===== config.mk =====
export PLATFORM = sky130hd
export DESIGN_NAME = skrt_cell
export DESIGN_NICKNAME = d
export VERILOG_FILES = /design/src/hw/rtl/skrt_pkg.sv /design/src/hw/rtl/skrt_cell.sv
export SDC_FILE = /design/constraint.sdc
export NUM_CORES = 1
export LEC_CHECK = 0
export BUFFER_PORTS_ARGS = -buffer_cell sky130_fd_sc_hd__buf_2
export CORE_MARGIN = 2
export CORE_UTILIZATION = 42
export CTS_CLUSTER_DIAMETER = 150
export DETAILED_ROUTE_END_ITERATION = 8
export GPL_ROUTABILITY_DRIVEN = 0
export PLACE_DENSITY_LB_ADDON = 0.05
export SLEW_MARGIN = 30
export SYNTH_ARGS = -nofsm -noshare
export SYNTH_HDL_FRONTEND = slang
export SYNTH_SLANG_ARGS = --single-unit

===== constraint.sdc =====
create_clock -name clk -period 3.3 [get_ports clk]
set_input_delay 0.66 -clock clk [delete_from_list [all_inputs] [get_ports clk]]
set_output_delay 0.66 -clock clk [all_outputs]
set_load 0.005 [all_outputs]

===== src/hw/rtl/skrt_pkg.sv =====
// Package for the sorted keyed record table: widths, operation and status
// codes, the cell command struct and the sequencer state type.
// Depends on nothing; every other file of the block imports it.
package skrt_pkg;

  localparam int TABLE_DEPTH = 64;
  localparam int IDX_W       = $clog2(TABLE_DEPTH);
  localparam int CNT_W       = $clog2(TABLE_DEPTH + 1);

  localparam int OP_W        = 2;
  localparam int KEY_W       = 24;
  localparam int DIG_W       = 4;
  localparam int REC_W       = 3 * DIG_W;
  localparam int STATUS_W    = 3;
  localparam int POS_W       = 6;
  localparam int COUNT_OUT_W = 7;

  typedef enum logic [OP_W-1:0] {
    OP_INSERT = 2'd0,
    OP_DELETE = 2'd1,
    OP_LOOKUP = 2'd2,
    OP_NOP    = 2'd3
  } op_t;

  typedef enum logic [STATUS_W-1:0] {
    STAT_OK        = 3'd0,
    STAT_DUP       = 3'd1,
    STAT_NOT_FOUND = 3'd2,
    STAT_FULL      = 3'd3,
    STAT_INVALID   = 3'd4
  } status_t;

  typedef enum logic [1:0] {
    CMD_HOLD,
    CMD_INSERT,
    CMD_DELETE
  } cell_cmd_t;

  typedef enum logic {
    ST_IDLE,
    ST_EXEC
  } fsm_t;

  typedef struct packed {
    logic [KEY_W-1:0] key;
    logic [REC_W-1:0] digits;
  } record_t;

  // Broadcast from the sequencer to every cell of the chain.
  typedef struct packed {
    logic             cmp_en;
    logic [KEY_W-1:0] cmp_key;
    cell_cmd_t        cmd;
    record_t          new_rec;
  } cell_ctrl_t;

endpackage


===== src/hw/rtl/skrt_cell.sv =====
// One cell of the record chain: holds one record, compares its key against
// the broadcast key and shifts toward either neighbor. Depends on skrt_pkg.
module skrt_cell (
  input  logic                 clk,
  input  skrt_pkg::cell_ctrl_t ctrl,
  input  logic                 occ,
  input  skrt_pkg::record_t    left_rec,
  input  logic                 left_lt,
  input  skrt_pkg::record_t    right_rec,
  output skrt_pkg::record_t    rec,
  output logic                 lt,
  output logic                 eq
);
  import skrt_pkg::*;

  record_t rec_r, rec_nxt;
  logic    lt_r, eq_r;

  always_ff @(posedge clk) begin
    if (ctrl.cmp_en) begin
      lt_r <= occ && (rec_r.key < ctrl.cmp_key);
      eq_r <= occ && (rec_r.key == ctrl.cmp_key);
    end
    rec_r <= rec_nxt;
  end

  // Cells below the sorted place keep their record; the rest move one step.
  always_comb begin
    rec_nxt = rec_r;
    case (ctrl.cmd)
      CMD_INSERT: begin
        if (!lt_r) begin
          rec_nxt = left_lt ? ctrl.new_rec : left_rec;
        end
      end
      CMD_DELETE: begin
        if (!lt_r) begin
          rec_nxt = right_rec;
        end
      end
      default: rec_nxt = rec_r;
    endcase
  end

  assign rec = rec_r;
  assign lt  = lt_r;
  assign eq  = eq_r;

endmodule


==> impl_metrics.csv <==
group,metric,value,unit
cells_and_area,design_area,0.00356,mm^2
critical_path,cp_num_buf_inv,2,
drt,wire_per_inst,12.9,um
cells_and_area,area_delta_synth_final,40.9,%
sta,max_freq,0.533,GHz
yosys,synth_area_leader_cell,"edfxtp_1",
cts,post_cts_buffers,0,
floorplanning,die_h,81.5,um
place,dp_hpwl,5300,um
grt,grt_pass1_wl,9640,um
cts,cts-resized-gates,0,
sta,setup_tns,0,ns
floorplanning,rows,28,
critical_path,path_max_fanout,4,
critical_path,path_cells,"buf_2 -> inv_1 -> ha_1 -> nand4_2 -> nor4_1 -> o31a_1 -> nor4_2",
sta,finalMaxSlewViolations,0,
cts,path_clk_slew,0.07,ns
sta,max_slew_margin,0.607,
sta,hold_violations,0,
yosys,syn-num-nets,408,
cts,clock_path_buffers,2,
critical_path,worstSetupPathType,"in2reg",
floorplanning,die_area,0.00665,mm^2
cells_and_area,nFillCells,541,
drt,via_per_inst,4.81,
critical_path,start_kind,"input pin",
yosys,synth_cell_types,30,
floorplanning,start_util,0.432,
run_status,outcome,"complete, no violations",
yosys,ys.flop_type,"edfxtp_1",
critical_path,max_stage_delay,0.41,ns
critical_path,cp.required,3.34,ns
grt,antenna_found_initial,0,
sta,period_share,0.568,
floorplanning,coreArea,0.00585,mm^2
pwr,ir_worst_vdd,0.000229,V
yosys,async_flop_share,0,
grt,grt_usage,0.193,
sta,setup_viol,0,
place,dpl-instance-area,0.00348,mm^2
critical_path,cp_top_family,"simple AND/OR/NAND/NOR gates",
grt,grt_start_max_net_pins,67,
drt,drtIter0Drc,82,
hold_path,min_path_type,"in2reg",
critical_path,end_kind,"flip-flop",
sta,worst_pin_slew,0.590,ns
yosys,ys.warnings.count,0,
flow_run,maxCapViolCount,0,
place,post-place-ws,1.09,ns
yosys,yosys-top-cells-count,"38 x edfxtp_1, 38 x nand2_1, 36 x mux2i_1, 36 x o21ai_0",
place,portBuffers,175,
cells_and_area,fin_nets,582,
floorplanning,die_w,81.5,um
drt,wirelength,6400,um
floorplanning,io_pins,176,
drt,drt.antenna.violating_nets,0,
sta,rsz0062_at_grt,"false",
cts,cts_made_buffers,5,
sta,finClkSkew,0.00301,ns
yosys,synth-edff-count,38,
sta,setup_slack,1.42,ns
yosys,ys_top_cells_by_area,"edfxtp_1 45%, mux2i_1 14%, ha_1 12%",
grt,overflow,0,
pwr,p_leak,1.81,nW
drt,drtPass1Iterations,4,
yosys,netlist_area,0.00252,mm^2
cells_and_area,drive_gt1_frac,0.451,
cts,cts_tree,"done",
critical_path,worstPathArrival,1.91,ns
cts,cts_hold_buf,0,
sta,period_needed,1.88,ns
grt,grt_pass1_vias,2199,
cts,htree_levels,2,
yosys,yosysSeqAreaShare,0.452,
cells_and_area,antenna_cells,0,
yosys,syn_avg_cell_area,10.3,um^2
drt,drc_errors,0,
yosys,ys_ff_latch,38,
pwr,p_per_area,341,mW/mm^2
drt,num_vias,2385,
cts,cts_num_sinks,38,
cts,insertion_delay,0.29,ns
cts,cts-root-buf,"clkbuf_8",
yosys,post_synth_inst_count,246,
yosys,yosysTopAreaCellShare,0.452,
pwr,power.total,1.21,mW
critical_path,critPathSlowestCell,"nor4_1",
-- flip-flops by register name, summed over array words and instances (netlist names) --
name  flops
rec      36
eq        1
lt        1
-- power breakdown --
| group | switching (mW) | internal, mW |
|---|---|---|
| clock | 0.156 | 0.145 |
| combinational | 0.150 | 0.157 |
| sequential | 0.0172 | 0.588 |
| total | 0.324 | 0.890 |
-- metal layers --
metal	routed length (um)	vias up	track usage
met5	0	-	0
met2	3290	90	0.342
met4	96	0	0.0678
met3	613	8	0.0714
li1	-	1234	-
met1	2400	1053	0.212
-- area by class of cell --
class	instances	area [um^2]	share of cell area
Inverter	24	90.1	0.0253
Tap cell	75	93.8	0.0264
Clock buffer	6	72.6	0.0204
Clock inverter	2	8.76	0.00246
Sequential cell	38	1140	0.321
Multi-Input combinational cell	172	1250	0.350
Timing Repair Buffer	179	906	0.255
-- cell families (layout without fill, tap and decap cells) --
logic type               Yosys count  in the layout  synth area share
adder cells (fa/ha/maj)           24             24             0.119
buffers and inverters             36            211            0.0605
flip-flops                        38             38             0.452
AND/OR/NAND/NOR                   60             60             0.112
XOR/XNOR                           1              1           0.00347
AO/OA/AOI/OAI                     51             51             0.110
multiplexers                      36             36             0.143
-- per-stage QoR --
step / instances / hold slack, ns / utilization
2_1_floorplan: 246 / 0.772 / -
3_5_place_dp: 488 / 0.715 / 0.594
5_1_grt: 496 / 0.573 / 0.608
4_1_cts: 496 / 0.580 / 0.608
3_3_place_gp: 488 / 0.721 / 0.594
6_report: 496 / 0.592 / 0.608
-- final timing paths --
kind         slack [ns]           endpoint               from  cells after the start
max                1.42       lt$_DFFE_PP_           ctrl[60]                      7
min                0.59       lt$_DFFE_PP_           ctrl[62]                      1
max reg2reg        1.47       lt$_DFFE_PP_  rec[35]$_DFFE_PP_                      5
min reg2reg        0.73  rec[30]$_DFFE_PP_       lt$_DFFE_PP_                      1
-- cells in the final DEF (no fill, tap or decap), types with 2 or more instances in the layout --
master / Yosys / final
a21oi_1: 8 / 8
buf_2: 2 / 175
buf_4: 1 / 4
clkbuf_8: 0 / 5
edfxtp_1: 38 / 38
ha_1: 24 / 24
inv_1: 24 / 24
mux2i_1: 36 / 36
nand2_1: 38 / 38
nand3_1: 6 / 6
nand4_1: 5 / 5
nor2_1: 3 / 2
o21ai_0: 36 / 36
No activity file was read; power rests on OpenSTA's default activity.
